==> config.mk <==
export PLATFORM = sky130hd
export DESIGN_NAME = max_priority_job_queue_unit
export DESIGN_NICKNAME = d
export VERILOG_FILES = /design/src/hdl/mpq_pkg.sv /design/src/hdl/mpq_cell.sv /design/src/hdl/max_priority_job_queue_unit.sv
export VERILOG_INCLUDE_DIRS = /design/src /design/src/hdl
export SDC_FILE = /design/constraint.sdc
export NUM_CORES = 1
export LEC_CHECK = 0
export BUFFER_PORTS_ARGS = -buffer_cell sky130_fd_sc_hd__buf_2
export CAP_MARGIN = 0
export CORE_AREA = 2 2 204 206
export DETAILED_ROUTE_END_ITERATION = 6
export DIE_AREA = 0 0 206 208
export MAX_ROUTING_LAYER = met4
export PLACE_DENSITY = 0.84
export RECOVER_POWER = 100
export SYNTH_ARGS = -nofsm -noshare
export SYNTH_HDL_FRONTEND = slang
export SYNTH_SLANG_ARGS = --single-unit
==> constraint.sdc <==
create_clock -name clk -period 3.76 [get_ports clk]
set_input_delay 0.188 -clock clk [delete_from_list [all_inputs] [get_ports clk]]
set_output_delay 0.188 -clock clk [all_outputs]
set_load 0.05 [all_outputs]
==> src/hdl/assert_macros.svh <==
// Assertion macros shared by the queue RTL.
// Depends on a clock named clk and an active-low reset named rst_n in scope.
`ifndef ASSERT_MACROS_SVH
`define ASSERT_MACROS_SVH

// Condition must hold at every clock edge outside reset
`define ASSERT_ALWAYS(label, expr, msg) \
    label: assert property (@(posedge clk) disable iff (!rst_n) (expr)) \
        else $error(msg);

// Antecedent in one cycle implies consequent in the next cycle
`define ASSERT_NEXT(label, ante, cons, msg) \
    label: assert property (@(posedge clk) disable iff (!rst_n) (ante) |=> (cons)) \
        else $error(msg);

`endif

==> src/hdl/mpq_pkg.sv <==
// Shared types and constants for the priority job queue.
// No dependencies; imported by mpq_cell and the top level.
`timescale 1ns / 1ps

package mpq_pkg;

    localparam int QUEUE_DEPTH = 16;
    localparam int CNT_W       = $clog2(QUEUE_DEPTH + 1);
    localparam int HANDLE_W    = 16;
    localparam int PRIO_W      = 8;
    localparam int COUNT_OUT_W = 5;

    typedef enum logic [1:0] {
        OP_ADD   = 2'd0,
        OP_POP   = 2'd1,
        OP_CLEAR = 2'd2
    } op_t;

    typedef struct packed {
        logic [HANDLE_W-1:0] handle;
        logic [PRIO_W-1:0]   prio;
    } entry_t;

    // Command broadcast to every cell
    typedef struct packed {
        logic   add;
        logic   pop;
        logic   clr;
        entry_t new_ent;
    } cell_ctrl_t;

    // What a cell shows its neighbors
    typedef struct packed {
        logic   valid;
        logic   stay;
        entry_t ent;
    } cell_link_t;

endpackage

==> src/hdl/mpq_cell.sv <==
// One slot of the sorted queue chain.
// Depends on mpq_pkg (entry, control and link types).
`timescale 1ns / 1ps

module mpq_cell
    import mpq_pkg::*;
(
    input  logic       clk,
    input  logic       rst_n,
    input  cell_ctrl_t ctrl,
    input  cell_link_t left_link,   // toward the head
    input  cell_link_t right_link,  // toward the tail
    output cell_link_t own_link
);

    logic   valid_reg, valid_next;
    entry_t ent_reg, ent_next;
    logic   stay;

    // Entry stays put on add when it is served no later than the new job
    assign stay = valid_reg && (ent_reg.prio >= ctrl.new_ent.prio);

    assign own_link.valid = valid_reg;
    assign own_link.stay  = stay;
    assign own_link.ent   = ent_reg;

    // Next slot contents
    always_comb
    begin
        valid_next = valid_reg;
        ent_next   = ent_reg;
        if (ctrl.clr)
        begin
            valid_next = 1'b0;
        end
        else if (ctrl.pop)
        begin
            valid_next = right_link.valid;
            ent_next   = right_link.ent;
        end
        else if (ctrl.add && !stay)
        begin
            if (left_link.stay)
            begin
                valid_next = 1'b1;
                ent_next   = ctrl.new_ent;
            end
            else
            begin
                valid_next = left_link.valid;
                ent_next   = left_link.ent;
            end
        end
    end

    // Valid bit
    always_ff @(posedge clk or negedge rst_n)
    begin
        if (!rst_n)
        begin
            valid_reg <= 1'b0;
        end
        else
        begin
            valid_reg <= valid_next;
        end
    end

    // Payload
    always_ff @(posedge clk)
    begin
        ent_reg <= ent_next;
    end

endmodule

==> src/hdl/max_priority_job_queue_unit.sv <==
// Top level of the priority job queue: a chain of sorted cells plus a result register.
// Depends on mpq_pkg, mpq_cell and assert_macros.svh.
//
//  channel | direction | tdata (low bit up)                        | tuser
//  s       | in        | job_handle[15:0] job_priority[23:16]      | op[1:0]
//  m       | out       | popped_handle[15:0] popped_priority[23:16] | add_accepted[0]
//          |           | entry_count[28:24] is_empty[29] is_full[30]| pop_valid[1]
//
// One request per cycle while s_tready is high; its result appears in the cycle after acceptance.
// The cells sit in priority order (stable among equal priorities), so pop reads the head cell.
// Reset clears every cell valid bit and the count at once; no clearing pass.
// s_tready drops only while a result waits in the output register and m_tready is low.
`timescale 1ns / 1ps
`include "assert_macros.svh"

module max_priority_job_queue_unit
    import mpq_pkg::*;
(
    input  logic        clk,
    input  logic        rst_n,
    input  logic        s_tvalid,
    output logic        s_tready,
    input  logic [23:0] s_tdata,   // job_handle[15:0], job_priority[23:16]
    input  logic [1:0]  s_tuser,   // op[1:0]
    output logic        m_tvalid,
    input  logic        m_tready,
    output logic [31:0] m_tdata,   // popped_handle[15:0], popped_priority[23:16],
                                   // entry_count[28:24], is_empty[29], is_full[30], zero[31]
    output logic [1:0]  m_tuser    // add_accepted[0], pop_valid[1]
);

    logic             accept;
    op_t              op;
    logic             full, empty;
    logic [CNT_W-1:0] count_reg, count_next;
    cell_ctrl_t       ctrl;
    cell_link_t       links [QUEUE_DEPTH];
    cell_link_t       left_in [QUEUE_DEPTH];
    cell_link_t       right_in [QUEUE_DEPTH];

    logic                   m_valid_reg;
    logic                   res_add_reg, res_pop_reg;
    entry_t                 res_ent_reg;
    logic [COUNT_OUT_W-1:0] res_count_reg;
    logic                   res_empty_reg, res_full_reg;

    assign s_tready = !m_valid_reg || m_tready;
    assign accept   = s_tvalid && s_tready;
    assign op       = op_t'(s_tuser);
    assign full     = (count_reg == CNT_W'(QUEUE_DEPTH));
    assign empty    = (count_reg == '0);

    // Decode the accepted request into a chain command
    always_comb
    begin
        ctrl.add            = 1'b0;
        ctrl.pop            = 1'b0;
        ctrl.clr            = 1'b0;
        ctrl.new_ent.handle = s_tdata[15:0];
        ctrl.new_ent.prio   = s_tdata[23:16];
        count_next          = count_reg;
        if (accept)
        begin
            case (op)
                OP_ADD:
                begin
                    ctrl.add = !full;
                    if (!full)
                    begin
                        count_next = count_reg + CNT_W'(1);
                    end
                end
                OP_POP:
                begin
                    ctrl.pop = !empty;
                    if (!empty)
                    begin
                        count_next = count_reg - CNT_W'(1);
                    end
                end
                OP_CLEAR:
                begin
                    ctrl.clr   = 1'b1;
                    count_next = '0;
                end
                default:
                begin
                    count_next = count_reg;
                end
            endcase
        end
    end

    // Cell chain, head at index 0
    genvar gi;
    generate
        for (gi = 0; gi < QUEUE_DEPTH; gi++)
        begin : g_cell
            if (gi == 0)
            begin : g_head
                assign left_in[gi] = '{valid: 1'b1, stay: 1'b1, ent: '0};
            end
            else
            begin : g_mid
                assign left_in[gi] = links[gi-1];
            end
            if (gi == QUEUE_DEPTH - 1)
            begin : g_tail
                assign right_in[gi] = '{valid: 1'b0, stay: 1'b0, ent: '0};
            end
            else
            begin : g_body
                assign right_in[gi] = links[gi+1];
            end

            mpq_cell u_cell (
                .clk        (clk),
                .rst_n      (rst_n),
                .ctrl       (ctrl),
                .left_link  (left_in[gi]),
                .right_link (right_in[gi]),
                .own_link   (links[gi])
            );
        end
    endgenerate

    // Occupancy count and output valid
    always_ff @(posedge clk or negedge rst_n)
    begin
        if (!rst_n)
        begin
            count_reg   <= '0;
            m_valid_reg <= 1'b0;
        end
        else
        begin
            count_reg <= count_next;
            if (accept)
            begin
                m_valid_reg <= 1'b1;
            end
            else if (m_tready)
            begin
                m_valid_reg <= 1'b0;
            end
        end
    end

    // Result payload
    always_ff @(posedge clk)
    begin
        if (accept)
        begin
            res_add_reg   <= ctrl.add;
            res_pop_reg   <= ctrl.pop;
            res_ent_reg   <= ctrl.pop ? links[0].ent : '0;
            res_count_reg <= COUNT_OUT_W'(count_next);
            res_empty_reg <= (count_next == '0);
            res_full_reg  <= (count_next == CNT_W'(QUEUE_DEPTH));
        end
    end

    assign m_tvalid = m_valid_reg;
    assign m_tdata  = {1'b0, res_full_reg, res_empty_reg, res_count_reg,
                       res_ent_reg.prio, res_ent_reg.handle};
    assign m_tuser  = {res_pop_reg, res_add_reg};

    // Checks
    `ASSERT_ALWAYS(a_count_bound, count_reg <= CNT_W'(QUEUE_DEPTH), "count above depth")
    `ASSERT_ALWAYS(a_head_valid, links[0].valid == (count_reg != '0), "head valid vs count")
    `ASSERT_ALWAYS(a_head_order,
        !links[1].valid || (links[0].valid && links[0].ent.prio >= links[1].ent.prio),
        "head cells out of order")
    `ASSERT_NEXT(a_pop_count, ctrl.pop,
        count_reg == CNT_W'($past(count_reg) - CNT_W'(1)), "pop did not decrement count")

endmodule
Word-level counts from Yosys, hierarchy flattened. Index checks and enable logic that the tools add are counted.

Input port bits: 30. Logic and storage cells: 304. Output and inout bits: 36. Register bits after elaboration: 439.

Equal/unequal tests: 4. Add/subtract/negate cells: 2. Bitwise operators: 1. Magnitude comparators: 16. Reduce and logical (&&, ||, !) cells: 105. Mux-type cells: 119.

Operator list (count): $mux 24 (46); $ge 8x8->1 (16); $mux 1 (68); $reduce_bool 3->1 (16); $reduce_bool 2->1 (17); $logic_and 1x1->1 (33); $reduce_and 2->1 (16); $logic_not 1->1 (19); $mux 5 (3); $pmux 5 s3 (1); $eq 5x5->1 const B (2); $logic_not 5->1 (2); $add 5x1->5 const B (1); $sub 5x1->5 const B (1); $mux 3 (1); $eq 2x1->1 const B (1); $eq 2x2->1 const B (1); $logic_not 2->1 (1); $logic_or 1x1->1 (1); $not 1->1 (1).

Longest topological paths before layout.
Depth after elaboration: 8. Gate-level depth with buffers: 10. Gate-level depth less buffers: 8.

Modules after synthesis. From an unflattened synthesis, not the netlist that was laid out.

Cells, all modules: 2442. Area, all modules: 25957.4 um^2.

By module, submodules not included: mpq_cell (g_cell[2].u_cell ...) (cells each 144, area an instance 1514.0 um^2, sequential area each 745.7 um^2, instances 8); mpq_cell (g_cell[0].u_cell ...) (cells each 144, area an instance 1503.9 um^2, sequential area each 745.7 um^2, instances 8); max_priority_job_queue_unit (cells each 138, area an instance 1814.2 um^2, sequential area each 1141.1 um^2, instances 1).

Worst setup path before layout. OpenSTA, ideal clock, no wires.

Path kind: register to register. Start: register m_valid_reg, in the netlist m_tvalid. End: register g_cell[15].u_cell.ent_reg (netlist bit g_cell[15].u_cell.own_link[0]) (enable). Required time: 3.222 ns. Slack: 0.590 ns. Arrival time: 2.632 ns. Stages on the path, launching flop included: 10. Buffers on the path: 5. Setup time: 0.538 ns. Period minus slack after synthesis: 3.170 ns. Path through: dfrtp_1 nand2b_1 buf_2 nand2_1 or3_1 buf_2 buf_2 buf_2 buf_2 o221ai_1.

Longest elaborated chain between the ends: 7. Elaborated cells between the ends (all ways): 8. Classes of those cells: mux (1); bitwise (1); reduce/logical (6).

Ends and longest elaborated chain: from (decl) (line max_priority_job_queue_unit.sv:41) `logic m_valid_reg;`; from (signal assigned) (line max_priority_job_queue_unit.sv:133) `m_valid_reg <= 1'b0;`; from (signal assigned) (line max_priority_job_queue_unit.sv:140) `m_valid_reg <= 1'b1;`; from (signal assigned) (line max_priority_job_queue_unit.sv:144) `m_valid_reg <= 1'b0;`; $logic_not 1->1 * (line max_priority_job_queue_unit.sv:47) `assign s_tready = !m_valid_reg || m_tready;`; $logic_or 1x1->1 * (line max_priority_job_queue_unit.sv:47); net s_tready (line max_priority_job_queue_unit.sv:22) `output logic s_tready,`; $logic_and 1x1->1 * (line max_priority_job_queue_unit.sv:48) `assign accept = s_tvalid && s_tready;`; $mux 3 * (line max_priority_job_queue_unit.sv:62) `if (accept)`; $logic_and 1x1->1 (line mpq_cell.sv:41) `else if (ctrl.add && !stay)`; $reduce_bool 2->1 (no source line); $reduce_and 2->1 (no source line) *; to (signal assigned) (line mpq_cell.sv:72) `ent_reg <= ent_next;`; to (decl) (line mpq_cell.sv:17) `entry_t ent_reg, ent_next;`.

Mark *: on every way through the listed nets, which the timed path passes. The rest lies on a longest branch. A chain may end at the register's enable or synchronous reset.

Final worst setup path.
Start: input s_tdata[22]. End: register g_cell[7].u_cell.ent_reg (netlist bit g_cell[7].u_cell.own_link[6]) (data pin).

Longest elaborated chain between the ends: 5.

Ends and longest elaborated chain: from (decl) (line max_priority_job_queue_unit.sv:23) `input logic [23:0] s_tdata,`; $ge 8x8->1 (line mpq_cell.sv:21) `assign stay = valid_reg && (ent_reg.prio >= ctrl.new_ent.prio);`; $logic_and 1x1->1 (line mpq_cell.sv:21); $mux 24 * (line mpq_cell.sv:43) `if (left_link.stay)`; $mux 24 * (line mpq_cell.sv:41); $mux 24 * (line mpq_cell.sv:36) `else if (ctrl.pop)`; to (signal assigned) (line mpq_cell.sv:72); to (decl) (line mpq_cell.sv:17).

Mark *: on every way between the ends. The rest lies on a longest branch, timed or not. The select of a mux whose other input is x is not followed.

==> flow_summary.yaml <==
status:
  outcome: "finished with violations"
  failed_checks: "capacitance limit, slew limit"
worst_setup_path:
  ff2ff_path_depth: 8
  cp.buffers_inverters: 3
  cpMaxStageDelayCell: "sky130_fd_sc_hd__buf_2"
  cp_cell_sequence: "clkbuf_1 > inv_1 > ha_1 > and3_1 > a221o_1 > a22oi_2 > buf_2 > mux2i_1 > a21oi_1"
  timing.critical_path.slowest_cell_delay_ns: 0.68
  r2r_startpoint: "count_reg[0]"
  worst_ep_required_time_ns: 4.04
  timing.critical_path.arrival_ns: 3.78
  timing.critical_path.to_type: "register"
  crit_path_start_kind: "input pin"
  worst_r2r_endpoint: "g_cell[13].u_cell.own_link[20]"
  crit_path_max_fanout: 41
  critPathKind: "input pin to register"
  critPathCapture: "g_cell[7].u_cell.own_link[6]"
  r2r_setup_slack_ns: 0.28
  timing.critical_path.depth: 9
  startpoint: "s_tdata[22]"
  critical_path.top_delay_family: "buffers and inverters"
detailed_routing:
  routed_wl_um: 56700
  drt_first_iter_violations: 2358
  wl_per_cell_um: 20.4
  via_count: 18200
  detail_route.vias_per_cell: 6.53
  postRouteAntennaNets: 0
  route.detailed.drc: 0
  drt_first_pass_iters: 6
sta:
  unrepaired_setup_endpoints_after_global_routing: "false"
  report.final.hold_viol_count: 0
  finalCritPeriodShare_pct: 93.1
  finalSetupTns_ns: 0
  maxSlewViolCount: 33
  finalCriticalPeriod_ns: 3.50
  setup_violations: 0
  final.setup_skew_ns: 0.0189
  max_slew_margin_pct: -21.2
  timing_worst_slew_pin_value_ns: 1.82
  max_freq_mhz: 286
grt:
  grt_pass1_wl_um: 91800
  grt_antenna_before_repair: 0
  grtUsageTotal_pct: 27.0
  pin_count_of_the_biggest_net_entering_global_routing: 184
  gr-total-overflow: 0
  grt_pass1_vias: 17600
yosys:
  ys.flop_type: "sky130_fd_sc_hd__edfxtp_1"
  mappedNetlistArea_um2: 24200
  syn-mean-instance-area_um2: 10.9
  number_of_nets_in_the_synthesized_netlist: 2377
  post_synth_inst_count: 2217
  synth.most_common_cell: "sky130_fd_sc_hd__edfxtp_1"
  synth-edff-count: 417
  netlist_top_cells_count: "sky130_fd_sc_hd__edfxtp_1 (417), sky130_fd_sc_hd__nand2_1 (318), sky130_fd_sc_hd__nand3_1 (246)"
  synth-seq-cells: 439
  synth_top_cell_by_area: "sky130_fd_sc_hd__edfxtp_1"
  main_area_contributors_after_synthesis: "sky130_fd_sc_hd__edfxtp_1 (52%), sky130_fd_sc_hd__o211ai_1 (7.0%), sky130_fd_sc_hd__ha_1 (6.7%), sky130_fd_sc_hd__mux2i_1 (5.6%), sky130_fd_sc_hd__nand3_1 (5.1%)"
  yosysTopAreaCellShare_pct: 51.8
  yosysUniqueCellTypes: 55
  synth_async_sr_flop_share_pct: 5.01
  ys_warn_count: 0
  synth-seq-area-share_pct: 54.1
floorplan:
  dieArea_um2: 42800
  initial_util_pct: 59.6
  rows: 74
  die_h_um: 208
  core_region_area_um2: 40600
  die_w_um: 206
  io_pins: 66
finish:
  instances_no_fill: 2780
  fill_cell_total_of_the_finished_layout: 2966
  design.final.nets: 2370
  final_layout_size_suffix_gt1_share_pct: 7.16
  regArea_um2: 13100
  final_core_util_pct: 64.7
  diodes: 0
  largest_reg_flops: 384
  flow.area_growth_from_synthesis_pct: 8.58
  multiInputGateArea_um2: 10100
power:
  report.power.total_mw: 13.2
  p_int_mw: 9.44
  power.density_nw_per_um2: 505
  clkPwrFrac_pct: 33.5
  p_sw_mw: 3.80
  sequential_power_share_pct: 48.2
  p_leak_nw: 10.5
  swShare_pct: 28.7
  irDropWorstVdd_mv: 0.323
  part_of_the_power_in_combinational_logic_pct: 18.3
clocking:
  tritoncts.num_buffers: 46
  tritoncts: "done"
  postCtsSetupBuffers: 0
  htree_num_levels: 2
  cts.sinks: 439
  root_buffer: "sky130_fd_sc_hd__clkbuf_16"
  clock_latency_ns: 0.57
  ctsHoldBuffers: 14
  clk_path_buf_depth: 3
  cts.reportedPaths.clkPinSlew_ns: 0.06
  post_cts_resize_count: 0
hold_path:
  worst_hold_check_path_type: "input pin to register"
  hold_path.startpoint: "s_tdata[5]"
placement:
  dp.final_hpwl_um: 38500
  place_congestion: 0.868
  dp.cells: 2680
  port_buffers: 64
flow_run:
  drv.max_cap_violation_count: 2
-- worst min path at each step --
stage                                endpoint  slack (ns)  cells past startpoint
2_1_floorplan                    count_reg[0]       -0.11                      0
3_3_place_gp                     count_reg[0]        0.22                      1
3_5_place_dp      g_cell[15].u_cell.valid_reg        0.23                      1
4_1_cts                              m_tvalid        0.01                      3
5_1_grt        g_cell[15].u_cell.own_link[13]        0.03                      3
6_report       g_cell[15].u_cell.own_link[13]        0.05                      3
-- layout by cell type (no fill, tap or decap), types with 42 or more instances in the layout --
cell type                   count
sky130_fd_sc_hd__a21oi_1      118
sky130_fd_sc_hd__clkbuf_1      50
sky130_fd_sc_hd__clkbuf_16     47
sky130_fd_sc_hd__edfxtp_1     417
sky130_fd_sc_hd__ha_1         130
sky130_fd_sc_hd__mux2i_1      135
sky130_fd_sc_hd__nand2_1      318
sky130_fd_sc_hd__nand3_1      246
sky130_fd_sc_hd__nor2_1       142
sky130_fd_sc_hd__o211ai_1     225
sky130_fd_sc_hd__o21ai_0       42
-- metrics by stage --
step,hold slack [ns],cell area (um^2),setup slack (ns)
2_1_floorplan,-0.108,24200,0.590
3_3_place_gp,0.218,24800,0.649
3_5_place_dp,0.230,24800,0.481
4_1_cts,0.0102,26400,0.413
5_1_grt,0.0332,26200,0.0840
6_report,0.0459,26200,0.260
-- kinds of logic (layout without fill, tap and decap cells) --
| logic type | Yosys count | in the layout | share of synthesized area, % |
|---|---|---|---|
| AO/OA/AOI/OAI | 494 | 494 | 14.6 |
| XOR/XNOR | 1 | 1 | 0.0362 |
| adder cells (fa/ha/maj) | 130 | 130 | 6.73 |
| buffers and inverters | 219 | 250 | 4.08 |
| flip-flops | 439 | 439 | 54.1 |
| multiplexers | 135 | 135 | 5.59 |
| other | 1 | 1 | 0.0155 |
| AND/OR/NAND/NOR | 798 | 798 | 14.9 |
-- power by group through the flow --
stage	clock network (mW)	registers (mW)	logic (mW)
finish	4.44	6.38	2.43
global route	4.66	6.43	2.69
CTS	4.48	6.37	2.45
detailed placement	0	6.46	2.41
global placement	0	6.43	2.27
floorplan	0	6.42	1.78
-- final cells by class --
cell class,instances,share of cell area [%]
Tap cell,532,2.54
Multi-Input combinational cell,1559,38.4
Timing Repair Buffer,134,3.20
Clock inverter,27,0.872
Sequential cell,439,49.8
Inverter,30,0.458
Clock buffer,59,4.69
-- layer usage --
| metal | up-vias | track usage [%] | wire length [um] |
|---|---|---|---|
| li1 | 8391 | - | - |
| met1 | 8735 | 37.4 | 24000 |
| met2 | 919 | 41.9 | 26800 |
| met3 | 114 | 3.63 | 4530 |
| met4 | 0 | 7.68 | 1290 |
| met5 | - | - | 0 |
-- worst reg2reg max path, stage by stage, from the launching register on --
cell	delay, ns
sky130_fd_sc_hd__dfrtp_1	0.47
sky130_fd_sc_hd__inv_1	0.14
sky130_fd_sc_hd__ha_1	0.27
sky130_fd_sc_hd__nor4b_4	0.46
sky130_fd_sc_hd__or3_4	0.46
sky130_fd_sc_hd__buf_12	0.30
sky130_fd_sc_hd__buf_12	0.26
sky130_fd_sc_hd__nand2_1	0.49
sky130_fd_sc_hd__o211ai_1	0.43
No activity file was read; power rests on OpenSTA's default activity.
